**src/rtl/pcaw_pkg.sv**
```systemverilog
// Package: shared types, widths and register codes for the PI controller block.
package pcaw_pkg;

    localparam int DATA_W     = 16;
    localparam int GAIN_W     = 32;
    localparam int INTEG_W    = 32;
    localparam int FRAC_W     = 16;
    localparam int CFG_IDX_W  = 2;
    localparam int CFG_DATA_W = 32;
    localparam int IN_TDATA_W = 3 * DATA_W;

    localparam logic signed [GAIN_W-1:0]  PROP_GAIN_RST    = 32'sd65536;
    localparam logic signed [GAIN_W-1:0]  INTEG_GAIN_RST   = 32'sd0;
    localparam logic signed [DATA_W-1:0]  DRIVE_LIM_RST    = 16'sd32767;
    // largest integrator magnitude: 32767 * 65536
    localparam logic signed [INTEG_W-1:0] INTEG_MAX        = 32'sd2147418112;

    typedef enum logic [CFG_IDX_W-1:0] {
        CFG_PROP_GAIN    = 2'd0,
        CFG_INTEG_GAIN   = 2'd1,
        CFG_DRIVE_LIM    = 2'd2
    } t_cfg_idx;

    typedef struct packed {
        logic signed [GAIN_W-1:0] prop_gain;
        logic signed [GAIN_W-1:0] integ_gain;
        logic signed [DATA_W-1:0] drive_lim;
    } t_cfg;

    typedef struct packed {
        logic signed [DATA_W-1:0]  drive;
        logic                      saturated;
        logic                      integ_we;
        logic signed [INTEG_W-1:0] integ_next;
    } t_step_res;

endpackage

```
**src/rtl/pcaw_step.sv**
```systemverilog
// One PI step: error, proportional term, clamped integrator candidate, anti-windup, saturation.
module pcaw_step
    import pcaw_pkg::*;
(
    input  t_cfg                      i_cfg,
    input  logic signed [DATA_W-1:0]  i_reference,
    input  logic signed [DATA_W-1:0]  i_feedback,
    input  logic signed [DATA_W-1:0]  i_ff_term,
    input  logic signed [INTEG_W-1:0] i_integ,
    output t_step_res                 o_res
);

    localparam int ERR_W  = DATA_W + 1;
    localparam int PROD_W = ERR_W + GAIN_W;
    localparam int PROP_W = PROD_W - FRAC_W;
    localparam int CAND_W = PROD_W + 1;
    localparam int QUO_W  = INTEG_W - FRAC_W + 1;
    localparam int SUM_W  = PROP_W + 2;

    logic signed [ERR_W-1:0]   err;
    logic signed [PROD_W-1:0]  prod_p;
    logic signed [PROD_W-1:0]  prod_i;
    logic signed [PROP_W-1:0]  prop;
    logic signed [CAND_W-1:0]  cand_raw;
    logic signed [CAND_W-1:0]  bound_w;
    logic signed [INTEG_W-1:0] bound;
    logic signed [INTEG_W-1:0] cand;
    logic signed [QUO_W-1:0]   cand_q;
    logic signed [QUO_W-1:0]   integ_q;
    logic signed [SUM_W-1:0]   ff_w;
    logic signed [SUM_W-1:0]   lim_w;
    logic signed [SUM_W-1:0]   y_cand;
    logic signed [SUM_W-1:0]   y_keep;
    logic signed [SUM_W-1:0]   y_out;
    logic                      active;
    logic                      refuse;

    always_comb begin
        active = !i_cfg.drive_lim[DATA_W-1] && (i_cfg.drive_lim != '0);
        err    = {i_reference[DATA_W-1], i_reference}
               - {i_feedback[DATA_W-1], i_feedback};

        prod_p = PROD_W'(err) * PROD_W'(i_cfg.prop_gain);
        prod_i = PROD_W'(err) * PROD_W'(i_cfg.integ_gain);

        // divide by 2^16, rounding toward zero
        prop = prod_p[PROD_W-1:FRAC_W]
             + {{(PROP_W-1){1'b0}}, (prod_p[PROD_W-1] && (prod_p[FRAC_W-1:0] != '0))};

        bound    = {i_cfg.drive_lim, {FRAC_W{1'b0}}};
        bound_w  = {{(CAND_W-INTEG_W){1'b0}}, bound};
        cand_raw = {{(CAND_W-INTEG_W){i_integ[INTEG_W-1]}}, i_integ}
                 + {prod_i[PROD_W-1], prod_i};
        if (cand_raw > bound_w)
            cand = bound;
        else if (cand_raw < -bound_w)
            cand = -bound;
        else
            cand = cand_raw[INTEG_W-1:0];

        cand_q  = {cand[INTEG_W-1], cand[INTEG_W-1:FRAC_W]}
                + {{(QUO_W-1){1'b0}}, (cand[INTEG_W-1] && (cand[FRAC_W-1:0] != '0))};
        integ_q = {i_integ[INTEG_W-1], i_integ[INTEG_W-1:FRAC_W]}
                + {{(QUO_W-1){1'b0}},
                   (i_integ[INTEG_W-1] && (i_integ[FRAC_W-1:0] != '0))};

        ff_w   = {{(SUM_W-DATA_W){i_ff_term[DATA_W-1]}}, i_ff_term};
        lim_w  = {{(SUM_W-DATA_W){1'b0}}, i_cfg.drive_lim};
        y_cand = {{(SUM_W-PROP_W){prop[PROP_W-1]}}, prop}
               + {{(SUM_W-QUO_W){cand_q[QUO_W-1]}}, cand_q} + ff_w;
        y_keep = {{(SUM_W-PROP_W){prop[PROP_W-1]}}, prop}
               + {{(SUM_W-QUO_W){integ_q[QUO_W-1]}}, integ_q} + ff_w;

        // conditional integration: hold when beyond the limit and error drives further out
        refuse = ((y_cand > lim_w) && !err[ERR_W-1] && (err != '0))
              || ((y_cand < -lim_w) && err[ERR_W-1]);
        y_out  = refuse ? y_keep : y_cand;

        o_res.integ_next = cand;
        o_res.integ_we   = active && !refuse;
        if (!active) begin
            o_res.drive     = '0;
            o_res.saturated = 1'b0;
        end else if (y_out > lim_w) begin
            o_res.drive     = i_cfg.drive_lim;
            o_res.saturated = 1'b1;
        end else if (y_out < -lim_w) begin
            o_res.drive     = -i_cfg.drive_lim;
            o_res.saturated = 1'b1;
        end else begin
            o_res.drive     = y_out[DATA_W-1:0];
            o_res.saturated = 1'b0;
        end
    end

endmodule

```
**config.mk**
```make
export PLATFORM = sky130hd
export DESIGN_NAME = pcaw_step
export DESIGN_NICKNAME = d
export VERILOG_FILES = /design/src/rtl/pcaw_pkg.sv /design/src/rtl/pcaw_step.sv
export SDC_FILE = /design/constraint.sdc
export NUM_CORES = 2
export LEC_CHECK = 0
export ABC_AREA = 1
export BUFFER_PORTS_ARGS = -buffer_cell sky130_fd_sc_hd__buf_2
export CORE_MARGIN = 5
export CORE_UTILIZATION = 45
export DETAILED_ROUTE_END_ITERATION = 12
export GPL_TIMING_DRIVEN = 0
export PLACE_DENSITY_LB_ADDON = 0.2
export SLEW_MARGIN = 25
export SYNTH_ARGS = -nofsm -noshare
export SYNTH_HDL_FRONTEND = slang
export SYNTH_SLANG_ARGS = --single-unit
```
**constraint.sdc**
```tcl
create_clock -name vclk -period 39.4
set_input_delay 11.82 -clock vclk [all_inputs]
set_output_delay 11.82 -clock vclk [all_outputs]
set_load 0.02 [all_outputs]
```
==> results.md <==
* Final period utilization at 99.51%
* Clkbuf count at 0
* Pins over their slew limit at 0
* GRT Total Usage at 31.46%
* Max Fclk at 0.02551 GHz
* Std-Cell Core Area at 114300 µm²
* Outcome: complete, no violations
* Pin count of the biggest net entering global routing at 26
* Multi-input logic area at 47290 µm²
* Register area at 0 µm²
* Fill cells at 11186
* DRT Pass-1 Iters at 6
* Syn Std Cell Area at 51780 µm²
* Compound-Gate Fraction of Synth Area at 6.597%
* # nets final at 9173
* Count of input and output buffers at 194
* Die W at 349.2 µm
* DR vias at 47634
* Critical Path RT at 27.58 ns
* Full die area at 121900 µm²
* Slowest stage cell, crit path: fa_1
* WS Path Type: in -> out
* Hold path depth at 5
* RSZ-0062 raised after global routing: yes
* Number of max-cap violations at 0
* Global placer's final weighted congestion at 1.002
* Vias in the first global route at 48899
* Sequential element share of the synthesized area at 0%
* Post-Route WL at 193600 µm
* Worst Setup SP: i_reference[0]
* Final hold slack at 24.28 ns
* Initial antenna violation count at 7
* Syn-to-layout area delta at 16.39%
* Arrival time of the worst setup path at 27.39 ns
* Drt initial violations at 4176
* Distinct cells, synth at 55
* Most frequent CP cell: nand2_1
* Startpoint type of the worst setup path: input pin
* I/O pin count at 210
* First-pass GRT wire length at 293700 µm
* Commonest non-fill, non-tap cell in the layout: inv_1
* Post-synthesis simple-gate area fraction at 20.12%
* Die H at 349.2 µm
* Maximum fanout along the worst path at 7
* Avg Cell Area, Syn at 7.387 µm²
* HP Class: in -> out
* Synth Area in XOR/XNOR at 2.808%
* Final setup violating endpoints at 0
* Synthesized Nets at 8791
* Synth warn at 0
* Mapped Cells at 7009
* Commonest non-fill, non-tap cells in the layout: 1736 x inv_1, 1351 x nand2_1, 1121 x fa_1
* DRC viols at 0
* Worst setup EP type: output pin
* ANT nets after route at 0
* Hold Fails Final Rpt at 0
* Mean routed wirelength per cell at 21.73 µm
* Via-per-instance ratio at 5.349
* Rows at 124
* Worst Hold Path EP: o_res[0]
* Largest family of logic cells by synthesized area: adder cells
* Layout cell share with drive strength beyond 1 at 14.68%
* Total grt overflow at 0
* Synth Area in Adders at 55.84%
* Min-delay src: i_integ[0]
* Initial core utilization at 45.28%
* Max-Slew Margin vs Limit at 27.32%
* Post-DP HPWL at 165800 µm
* Post-layout min period at 39.21 ns
* Seq_cells at 0
* Slowest cell delay on critical path at 0.58 ns
* Slew @ Worst Pin at 1.082 ns
* Mux cell area share after synthesis at 0%
-- stage by stage --
| step | TNS (ns) | utilization (%) | instance area [µm²] | instances | setup slack (ns) |
|---|---|---|---|---|---|
| floorplan | 0 | - | 51780 | 7009 | 0.8753 |
| global placement | -68.56 | 47.79 | 54640 | 8715 | -4.077 |
| detailed placement | -61.32 | 47.83 | 54690 | 8717 | -3.669 |
| CTS | 0 | 50.18 | 57370 | 8790 | 0.002528 |
| global route | -6.739 | 52.70 | 60260 | 8902 | -0.4206 |
| finish | 0 | 52.71 | 60270 | 8906 | 0.1944 |
-- synth_stat cells, types with 4 or more instances --
library cell | n | area [µm²]
and3_1 | 6 | 37.54
o211ai_1 | 27 | 202.7
buf_1 | 12 | 45.04
xnor2_1 | 66 | 578.1
o21a_1 | 18 | 135.1
inv_2 | 6 | 22.52
o21ai_1 | 17 | 85.08
a211oi_1 | 11 | 82.58
or2_2 | 6 | 37.54
a21oi_2 | 4 | 35.03
nand2_2 | 5 | 31.28
a21o_1 | 18 | 135.1
o21ai_2 | 4 | 35.03
inv_1 | 1790 | 6719
o21ai_0 | 165 | 825.8
buf_4 | 4 | 30.03
nand4_1 | 44 | 275.3
clkbuf_1 | 171 | 641.9
buf_6 | 5 | 56.30
o21bai_1 | 9 | 67.56
nand2_1 | 1464 | 5495
nor4_1 | 16 | 100.1
nor3_1 | 50 | 250.2
a31oi_1 | 21 | 131.4
xor2_1 | 100 | 875.8
nand3_1 | 183 | 915.9
nand3b_1 | 14 | 105.1
o221ai_1 | 7 | 61.31
a21boi_0 | 4 | 30.03
nor2_2 | 6 | 37.54
a21oi_1 | 280 | 1401
ha_1 | 474 | 5931
buf_2 | 6 | 30.03
o31ai_1 | 4 | 30.03
fa_1 | 1148 | 22980
nor2_1 | 804 | 3018
clkinv_1 | 9 | 33.78
-- worst max-delay path: cells and delay by family --
family,cells,cell delay (ns)
adder cells (fa/ha/maj),14,5.70
XOR/XNOR,1,0.14
AND/OR/NAND/NOR,53,4.94
AO/OA/AOI/OAI,14,2.12
buffers and inverters,23,2.62
-- logic make-up (layout without fill, tap and decap cells) --
| kind of cell | Yosys count | after routing |
|---|---|---|
| other | 0 | 5 |
| buffers and inverters | 2003 | 2383 |
| and+or+nand+nor | 2612 | 2612 |
| xor gates and xnor gates | 166 | 166 |
| adders and majority gates | 1622 | 1622 |
| AOI/OAI and AO/OA | 606 | 606 |
-- per-layer routing --
layer	track usage (%)	wire length (µm)	part of all wire, %	vias up
met2	49.89	87000	45	2033
met3	7.112	19100	9.9	370
li1	-	-	-	21478
met1	42.92	78420	41	23749
met5	0	25	0.013	-
met4	10.25	9028	4.7	4
-- layout make-up --
class | instances | share of cell area (%)
multi-input cells | 5006 | 78.47
well taps | 1512 | 3.139
repair inverters | 1 | 0.01453
inverters | 1805 | 11.37
plain buffers | 193 | 2.647
repair buffers | 384 | 4.339
diodes | 5 | 0.02076
-- worst max path at each step --
stage	to	slack [ns]	depth (start not counted)
global placement	o_res[40]	-4.08	100
floorplan	o_res[37]	0.88	98
finish	o_res[36]	0.19	105
CTS	o_res[34]	0.003	100
detailed placement	o_res[40]	-3.67	100
global route	o_res[36]	-0.42	101
-- timing repair --
item                                    in CTS  in global routing
gates resized for setup                    566                555
hold buffers                                 0                  0
gates cloned                                 3                  4
buffers inserted                            71                113
pin swaps                                   78                228
endpoints found under the setup margin      18                 17
Power is not shown: default switching activity piles up to over one toggle a cycle in this logic, so the estimate is an artifact.
