<file path="src/rtl/pcaw_pkg.sv">
// Package: shared types, widths and register codes for the PI controller block.
package pcaw_pkg;

    localparam int DATA_W     = 16;
    localparam int GAIN_W     = 32;
    localparam int INTEG_W    = 32;
    localparam int FRAC_W     = 16;
    localparam int CFG_IDX_W  = 2;
    localparam int CFG_DATA_W = 32;
    localparam int IN_TDATA_W = 3 * DATA_W;

    localparam logic signed [GAIN_W-1:0]  PROP_GAIN_RST    = 32'sd65536;
    localparam logic signed [GAIN_W-1:0]  INTEG_GAIN_RST   = 32'sd0;
    localparam logic signed [DATA_W-1:0]  DRIVE_LIM_RST    = 16'sd32767;
    // largest integrator magnitude: 32767 * 65536
    localparam logic signed [INTEG_W-1:0] INTEG_MAX        = 32'sd2147418112;

    typedef enum logic [CFG_IDX_W-1:0] {
        CFG_PROP_GAIN    = 2'd0,
        CFG_INTEG_GAIN   = 2'd1,
        CFG_DRIVE_LIM    = 2'd2
    } t_cfg_idx;

    typedef struct packed {
        logic signed [GAIN_W-1:0] prop_gain;
        logic signed [GAIN_W-1:0] integ_gain;
        logic signed [DATA_W-1:0] drive_lim;
    } t_cfg;

    typedef struct packed {
        logic signed [DATA_W-1:0]  drive;
        logic                      saturated;
        logic                      integ_we;
        logic signed [INTEG_W-1:0] integ_next;
    } t_step_res;

endpackage

</file>
<file path="src/rtl/pcaw_cfg_regs.sv">
// Configuration registers: gains and output limit, written through a plain write port.
module pcaw_cfg_regs
    import pcaw_pkg::*;
(
    input  logic                  i_clk,
    input  logic                  i_rst_n,
    input  logic                  i_cfg_we,
    input  logic [CFG_IDX_W-1:0]  i_cfg_index,
    input  logic [CFG_DATA_W-1:0] i_cfg_data,
    output t_cfg                  o_cfg
);

    t_cfg r_cfg;

    always_ff @(posedge i_clk) begin
        if (!i_rst_n) begin
            r_cfg.prop_gain  <= PROP_GAIN_RST;
            r_cfg.integ_gain <= INTEG_GAIN_RST;
            r_cfg.drive_lim  <= DRIVE_LIM_RST;
        end else if (i_cfg_we) begin
            case (t_cfg_idx'(i_cfg_index))
                CFG_PROP_GAIN:  r_cfg.prop_gain  <= i_cfg_data;
                CFG_INTEG_GAIN: r_cfg.integ_gain <= i_cfg_data;
                CFG_DRIVE_LIM:  r_cfg.drive_lim  <= i_cfg_data[DATA_W-1:0];
                default: ; // unused index, write dropped
            endcase
        end
    end

    assign o_cfg = r_cfg;

endmodule

</file>
<file path="config.mk">
export PLATFORM = sky130hd
export DESIGN_NAME = pcaw_cfg_regs
export DESIGN_NICKNAME = d
export VERILOG_FILES = /design/src/rtl/pcaw_pkg.sv /design/src/rtl/pcaw_cfg_regs.sv
export SDC_FILE = /design/constraint.sdc
export NUM_CORES = 1
export LEC_CHECK = 0
export BUFFER_PORTS_ARGS = -buffer_cell sky130_fd_sc_hd__buf_2
export CORE_UTILIZATION = 25
export DETAILED_ROUTE_END_ITERATION = 10
export HOLD_SLACK_MARGIN = 0.05
export PLACE_DENSITY_LB_ADDON = 0.12
export SYNTH_ARGS = -nofsm -noshare
export SYNTH_HDL_FRONTEND = slang
export SYNTH_SLANG_ARGS = --single-unit
</file>
<file path="constraint.sdc">
create_clock -name i_clk -period 1.3 [get_ports i_clk]
set_input_delay 0.13 -clock i_clk [delete_from_list [all_inputs] [get_ports i_clk]]
set_output_delay 0.13 -clock i_clk [all_outputs]
set_load 0.02 [all_outputs]
</file>
==> results of run 1 <==
[synth_stat cells, drive strengths merged]
master       count
nand2           96
dfxtp           80
mux2i           64
buf             19
inv             16
o211ai          16
nand4b          15
clkbuf           7
and3b            1
dlygate4sd1      1
nand3b           1
nand4bb          1
nor3b            1
[metrics by stage]
step                cells  area (um^2)  util [%]  total power, mW  setup WS, ns
finish                606         4270      33.8             5.80         0.292
global route          606         4270      33.8             6.07         0.249
CTS                   606         4270      33.8             5.90         0.282
detailed placement    589         3960      31.4             3.29         0.157
global placement      589         3960      31.4             3.28         0.205
floorplan             318         3240         -             3.06         0.348
[cells by family after synthesis]
group,count (synthesis)
multiplexers,64
AO/OA/AOI/OAI,16
buffers and inverters,43
flip-flops,80
AND/OR/NAND/NOR,115
[final cells by class]
cell class | instances | area share [%]
sequential | 80 | 37.5
multi-input combinational | 195 | 31.6
timing repair buffer | 127 | 17.4
clock buffer | 14 | 6.18
tap | 172 | 5.04
inverter | 16 | 1.41
clock inverter | 2 | 0.879
[power groups by stage]
stage	clock, mW	combinational, mW	sequential (mW)
after floorplan	0	0.296	2.76
after global placement	0	0.635	2.65
after detailed placement	0	0.639	2.65
after CTS	2.66	0.643	2.59
after global routing	2.78	0.690	2.60
final	2.57	0.630	2.59
[what timing repair did]
| action | in CTS | in global routing |
|---|---|---|
| endpoints found under the hold margin | 1 | 0 |
| resized for setup | 0 | 0 |
| hold buffers | 1 | 0 |
[worst reg2reg max path, stage by stage (launching register included)]
cell and delay, ns:
dfxtp_1 0.35, inv_1 0.05, o211ai_1 0.16
[routing by layer]
layer | up-vias | wire (um) | share of wire, % | global-route usage, %
met4 | 0 | 161 | 2.0 | 6.67
met5 | - | 0 | 0 | 0
met2 | 70 | 3740 | 46 | 20.2
li1 | 1281 | - | - | -
met3 | 10 | 533 | 6.5 | 4.55
met1 | 1190 | 3780 | 46 | 15.8
[worst paths after layout]
path	startpoint	end	slack [ns]	depth (start not counted)
min	i_cfg_data[30]	o_cfg[46]$_SDFFE_PN0P_	0.07	3
max reg2reg	o_cfg[2]$_SDFFE_PN1P_	o_cfg[2]$_SDFFE_PN1P_	0.67	2
max	o_cfg[30]$_SDFFE_PN0P_	o_cfg[30]	0.29	1
min reg2reg	o_cfg[79]$_SDFFE_PN0P_	o_cfg[79]$_SDFFE_PN0P_	0.45	2
==> metrics.txt, run 1 <==
Max Cap Viol 0; GR Overflow Total 0; slew of the pin with the lowest slew margin 0.267 ns; syn_nets 355; global-route wire length before repair 12,900 um; clk buf depth 2; GP Congestion 0.684; worst skew pair latency 0.33 ns; via count 2,551; hold crit path type input port to flop; WP data arrival 0.88 ns; initial antenna violation count 0; 1st-iter DRT viols 73; Syn Inst Count 318; max FFs per register 80; total track usage 13.0%; post-CTS setup buffer count 0; Slew Viols, Final 0; Post-Synth XOR/XNOR Area 0%; sequential share of power 44.8%; largest net degree at the start of global routing 59; CTS buffer count 9; Crit-path slowest cell dfxtp_1; total negative slack 0 ns; post-DR vias/cell 4.21; main combinational cell family by area after synthesis multiplexers; Adder-Cell Fraction of Synth Area 0%; LEAKAGE 2.11 nW; fin crit period 1.01 ns; Final Net Count 466; share of cells above drive strength 1 34.6%; DRT antenna net count 0; Yosys reg bits 80; CP max FO 2; Core ar. 0.0126 mm^2; Sinks on Clock Net 80; crit-path cells buf_2; Power Internal 4.39 mW; top cells by area, synth dfxtp_1 (49%), mux2i_1 (20%), nand2_1 (11%); Setup-failing EPs final 0; simple-gate share of the synthesized area 16.4%; Tcrit/Tclk final 77.5%; # port buffers 116; FILL cells 1,327; CP startpoint kind flop; mux contribution to synthesized area 19.8%; DP HPWL 5630 um; sw frac 24.3%; Multi-input gate area 0.00135 mm^2; Detailed Route WL 8220 um; CTS tree done; die area 0.0134 mm^2; diode count 0; Clock Skew 0 ns; Comb pwr share 10.9%; Post-Syn Area 0.00324 mm^2; WP data required 1.17 ns; Worst VDD drop 0.555 mV; Area Overhead vs Synth 31.9%; first-pass iteration count of the detailed router 4; IO Count 117; CP Buf/Inv Count 1; Power Density 1360 mW/mm^2; final hold vios 0; Reg area 0.00160 mm^2; Starting Density 25.7%; critical path capture point type output port; top-area cell type share of the netlist area 49.5%; hold slack 0.0676 ns; post-synthesis cell type count 17; FMAX 992 MHz; unrepaired setup endpoints after global routing no; leading area contributor after synthesis dfxtp_1; CP delay by family, top flip-flops; delay of the slowest critical-path stage 0.36 ns; most frequent cells in the layout buf_2 (115), nand2_1 (96), dfxtp_1 (80); Max-slew headroom 82.2%; Chip Height 116 um; critical path class flop to output port; # DRC 0; leading cell type in the layout, fill and taps excluded buf_2; H-tree Lvls 3; Row Count 41; Syn. warnings 0; Worst-path clk slew 0.06 ns; Psw 1.41 mW; root buffer cell clkbuf_16; Synth Area in Compound Gates 5.26%; register area share after synthesis 49.5%; vias in the first global route 2,517; Die Width 116 um; WL/cell 13.6 um; Mean Syn Cell Area 10.2 um^2; outcome complete, no violations; power share of the clock group 44.4%
Power figures use the tool's default switching activity.
==> inputs of run 2 (changes only) <==
==> constraint.sdc (replaced) <==
create_clock -name i_clk -period 0.8 [get_ports i_clk]
set_input_delay 0.08 -clock i_clk [delete_from_list [all_inputs] [get_ports i_clk]]
set_output_delay 0.08 -clock i_clk [all_outputs]
set_load 0.02 [all_outputs]
==> run 2 against run 1 <==
Net effect: the flow now finishes with violations (setup timing); register-to-register slack worse by 0.58 ns; sequential power is 65% higher; global-route usage is 0.57 points higher; non-clock buffer count is 58 higher; sequential cell count stayed put; die area stayed put; critical path type unchanged; largest cell class is now buffers; largest power group unchanged; highest routed layer unchanged.
==> metrics.txt, run 2 (synthesized netlist as in run 1, its figures left out) <==
slew of the pin with the lowest slew margin 0.215 ns (-0.0517 ns); hold slack 0.0568 ns (-0.0108 ns); Post-Layout Cell Count 663 (+9.4%); Max-slew headroom 85.6% (+3.4 points); GP Congestion 0.690 (+0.80%); Row Count 41 (unchanged); CP delay by family, top flip-flops; WL/cell 13.3 um (-2.3%); clk buf depth 2 (unchanged); Worst-path clk slew 0.06 ns (about the same); leading cell type in the layout, fill and taps excluded nand2_1; reg2reg end o_cfg[64]$_SDFFE_PN1P_; most frequent cells in the layout nand2_1 (96), dfxtp_2 (80), buf_6 (80); WP data arrival 0.79 ns (-0.09 ns); flop2flop setup slack 0.09 ns (-0.58 ns); CP startpoint kind flop; WP data required 0.72 ns (-0.45 ns); largest net degree at the start of global routing 34 (-42%); CP max FO 2 (unchanged); root buffer cell clkbuf_16; outcome finished with violations; # port buffers 116 (unchanged); Starting Density 25.7% (unchanged); Detailed Route WL 8790 um (+6.9%); die area 0.0134 mm^2 (unchanged); Die Width 116 um (unchanged); final hold vios 0 (unchanged); global-route wire length before repair 13,800 um (+6.8%); IO Count 117 (unchanged); Setup-failing EPs final 80 (+80); critical path capture point type output port; final setup margin -0.0746 ns (-0.367 ns); diode count 0 (unchanged); crit-path cells buf_6; # DRC 0 (unchanged); Sinks on Clock Net 80 (unchanged); CTS tree done; Stages on worst setup path 1 (unchanged); Tcrit/Tclk final 109%; max FFs per register 80 (unchanged); LEAKAGE 2.49 nW (+18%); FILL cells 1,274 (-4.0%); Power Density 1740 mW/mm^2 (+28%); Setup crit end o_cfg[64]; hold crit path type input port to flop; delay of the slowest critical-path stage 0.35 ns (about the same); Max Cap Viol 0 (unchanged); GR Overflow Total 0 (unchanged); worst r2r path cells 3 (+1); placed insts 596 (+1.2%); Core ar. 0.0126 mm^2 (unchanged); Slew Viols, Final 0 (unchanged); Crit-path slowest cell dfxtp_2; fin crit period 0.875 ns; Clock Skew 0 ns (unchanged); Final Net Count 524 (+12%); Worst VDD drop 0.725 mV (+31%); DP HPWL 5910 um (+5.0%); first-pass iteration count of the detailed router 4 (unchanged); CTS buffer count 9 (unchanged); total track usage 13.5% (+0.57 points); critical path class flop to output port; DRT antenna net count 0 (unchanged); Chip Height 116 um (unchanged); share of cells above drive strength 1 52.7% (+18 points); FMAX 1140 MHz; initial antenna violation count 0 (unchanged); CP Buf/Inv Count 1 (unchanged); Area Overhead vs Synth 64.7%; via count 2,780 (+9.0%); vias in the first global route 2,741 (+8.9%); failing checks setup timing; unrepaired setup endpoints after global routing yes; worst skew pair latency 0.33 ns (about the same); Worst Setup SP o_cfg[64]$_SDFFE_PN1P_; post-DR vias/cell 4.19 (-0.39%); worst r2r src o_cfg[64]$_SDFFE_PN1P_; 1st-iter DRT viols 109 (+49%); H-tree Lvls 3 (unchanged)
-- run 2: cell count changes in the layout (fill, tap and decap cells not counted), moves of 2 or more --
cell,before,now
clkbuf_8,2,0
dlygate4sd3_1,1,31
clkinv_2,0,5
clkbuf_1,3,1
buf_4,5,33
dfxtp_1,80,0
buf_6,0,80
dfxtp_2,0,80
buf_2,115,35
-- run 2: what timing repair did --
| item | CTS | global route |
|---|---|---|
| gates resized for setup | 240 | 0 |
| hold buffers | 31 | 0 |
| hold endpoints to repair | 62 | 0 |
| setup buffers | 3 | 18 |
| cloned | 0 | 0 |
| endpoints found under the setup margin | 80 | 80 |
-- run 2: worst min-delay path by stage --
stage | start | end | slack [ns] | cells past startpoint
detailed placement | i_cfg_data[16] | o_cfg[32]$_SDFFE_PN0P_ | 0.35 | 3
global route | i_cfg_data[15] | o_cfg[15]$_SDFFE_PN0P_ | 0.06 | 3
floorplan | i_cfg_data[16] | o_cfg[32]$_SDFFE_PN0P_ | 0.22 | 2
global placement | i_cfg_data[16] | o_cfg[32]$_SDFFE_PN0P_ | 0.35 | 3
CTS | i_cfg_data[15] | o_cfg[15]$_SDFFE_PN0P_ | 0.05 | 3
finish | i_cfg_data[15] | o_cfg[15]$_SDFFE_PN0P_ | 0.06 | 3
-- run 2: through the flow --
step	TNS (ns)	utilization, %	power [mW]	area (um^2)	setup WS [ns]
after floorplan	-4.12	-	4.98	3250	-0.0779
after global placement	-11.44	31.8	5.36	4010	-0.183
after detailed placement	-13.73	31.8	5.37	4010	-0.281
after CTS	-5.87	41.2	9.37	5200	-0.0921
after global routing	-6.83	42.3	9.71	5330	-0.107
final	-4.31	42.3	9.27	5330	-0.0746
-- run 2: where the power goes --
group | switching, mW | internal (mW) | total [mW]
Combinational | 0.663 | 0.738 | 1.40
Clock | 1.53 | 2.05 | 3.59
Sequential | 0.113 | 4.17 | 4.28
-- run 2: layout make-up --
type,instances,area [um^2],share of cell area [%]
clock inverter,5,25.0,0.469
multi-input combinational,195,1350,25.3
inverter,16,60.1,1.13
tap,172,215,4.03
timing repair buffer,185,1750,32.9
clock buffer,10,229,4.29
sequential,80,1700,31.9
-- run 2: metal layers --
layer | vias up | global-route usage, % | wire (um)
met3 | 14 | 3.45 | 510
met1 | 1295 | 17.3 | 4050
met2 | 74 | 21.0 | 4060
li1 | 1397 | - | -
met4 | 0 | 6.92 | 160
met5 | - | 0 | 0
==> inputs of run 3 (changes only) <==
==> constraint.sdc (replaced) <==
create_clock -name i_clk -period 0.92 [get_ports i_clk]
set_input_delay 0.092 -clock i_clk [delete_from_list [all_inputs] [get_ports i_clk]]
set_output_delay 0.092 -clock i_clk [all_outputs]
set_load 0.02 [all_outputs]
==> run 3 against run 2 <==
Net effect: the flow now finishes without violations; core utilization fell by 1.4 points; clock power down 7.0%; power shrank 11%; critical path type unchanged; critical endpoint is now o_cfg[58].
==> metrics.txt, run 3 (synthesized netlist as in run 1, its figures left out) <==
outcome complete, no violations; Worst-path clk slew 0.06 ns (about the same); hold crit path type input port to flop; # DRC 0 (unchanged); Power Density 1590 mW/mm^2 (-8.3%); DRT antenna net count 0 (unchanged); CP delay by family, top flip-flops; clk buf depth 2 (unchanged); 1st-iter DRT viols 93 (-15%); initial antenna violation count 0 (unchanged); delay of the slowest critical-path stage 0.32 ns (-0.03 ns); Row Count 41 (unchanged); Worst VDD drop 0.547 mV (-25%); unrepaired setup endpoints after global routing yes; critical path capture point type output port; Max Cap Viol 0 (unchanged); die area 0.0134 mm^2 (unchanged); Tcrit/Tclk final 97.9%; Crit-path slowest cell dfxtp_2; post-DR vias/cell 4.21 (+0.34%); first-pass iteration count of the detailed router 4 (unchanged); Slew Viols, Final 0 (unchanged); GR Overflow Total 0 (unchanged); GP Congestion 0.714 (+3.6%); FMAX 1110 MHz; Starting Density 25.7% (unchanged); WL/cell 13.6 um (+2.9%); most frequent cells in the layout nand2_1 (96), dfxtp_2 (72), buf_6 (70); Area Overhead vs Synth 59.3%; largest net degree at the start of global routing 46 (+35%); Chip Height 116 um (unchanged); root buffer cell clkbuf_16; total track usage 13.2% (-0.32 points); worst r2r path cells 3 (unchanged); fin crit period 0.900 ns; global-route wire length before repair 13,300 um (-4.0%); Core ar. 0.0126 mm^2 (unchanged); Sinks on Clock Net 80 (unchanged); H-tree Lvls 3 (unchanged); Final Net Count 503 (-4.0%); CP max FO 2 (unchanged); Stages on worst setup path 1 (unchanged); Hold Crit Depth 3 (unchanged); CTS buffer count 9 (unchanged); crit-path cells buf_4; WP data required 0.83 ns (+0.11 ns); Setup-failing EPs final 0 (-100%); leading cell type in the layout, fill and taps excluded nand2_1; final total power 8.22 mW (-11%); worst skew pair latency 0.34 ns (about the same); Die Width 116 um (unchanged); CP startpoint kind flop; WP data arrival 0.81 ns (+0.02 ns); CTS tree done; Max-slew headroom 83.0% (-2.6 points); max FFs per register 80 (unchanged); LEAKAGE 2.38 nW (-4.4%); Clock Skew 0 ns (unchanged); diode count 0 (unchanged); total negative slack 0 ns (+4.31 ns); slew of the pin with the lowest slew margin 0.254 ns (+0.0384 ns); via count 2,701 (-2.8%); critical path class flop to output port; final hold vios 0 (unchanged); IO Count 117 (unchanged); DP HPWL 5670 um (-4.1%); # port buffers 116 (unchanged); vias in the first global route 2,618 (-4.5%); share of cells above drive strength 1 49.1% (-3.6 points); CP Buf/Inv Count 1 (unchanged); Detailed Route WL 8750 um (-0.39%)
==> run 3: cell types whose count changed in the layout (fill, tap and decap cells not counted), sizes merged <==
cell | previous run | this run
buf | 154 | 134
clkinv | 5 | 2
clkbuf | 10 | 12
clkinvlp | 0 | 1
dlygate4sd3 | 31 | 30
==> run 3: power breakdown <==
part           internal [mW]  total (mW)  switching [mW]
registers               3.62        3.72          0.0928
logic                  0.596        1.17           0.570
clock network           1.95        3.34            1.39
==> run 3: cell type report <==
class	instances	area (um^2)
fillers	1279	7460
flip-flops and latches	80	1690
repair buffers	164	1570
multi-input cells	195	1350
clock buffers	12	256
well taps	172	215
inverters	16	60.1
clock inverters	3	17.5
==> run 3: stage by stage <==
step                area (um^2)  utilization, %  hold WS, ns  setup WS (ns)  instances
floorplan                  3240               -        0.231        0.00641        318
global placement           4020            31.8        0.371        -0.0940        595
detailed placement         4020            31.8        0.378         -0.128        595
CTS                        5060            40.1       0.0509       -0.00196        640
global route               5160            40.9       0.0743       -0.00437        642
finish                     5160            40.9       0.0682         0.0195        642
==> run 3: per-layer routing <==
metal	wire (um)	global-route usage, %	share of wire (%)	vias up
met3	464	4.03	5.3	10
li1	-	-	-	1353
met1	3940	15.9	45	1268
met2	4200	21.3	48	70
met5	0	0	0	-
met4	150	6.67	1.7	0
==> run 3: repair_timing <==
action	4_1_cts	5_1_grt
setup buffers	0	2
hold buffers	30	0
resized for setup	187	35
endpoints found under the setup margin	80	27
hold endpoints to repair	60	0
==> run 3: path summary, 6_finish.rpt <==
path         slack (ns)                    from                      to
max                0.02  o_cfg[58]$_SDFFE_PN0P_               o_cfg[58]
min reg2reg        0.46  o_cfg[27]$_SDFFE_PN0P_  o_cfg[27]$_SDFFE_PN0P_
min                0.07          i_cfg_data[15]  o_cfg[31]$_SDFFE_PN0P_
max reg2reg        0.22   o_cfg[1]$_SDFFE_PN1P_   o_cfg[1]$_SDFFE_PN1P_
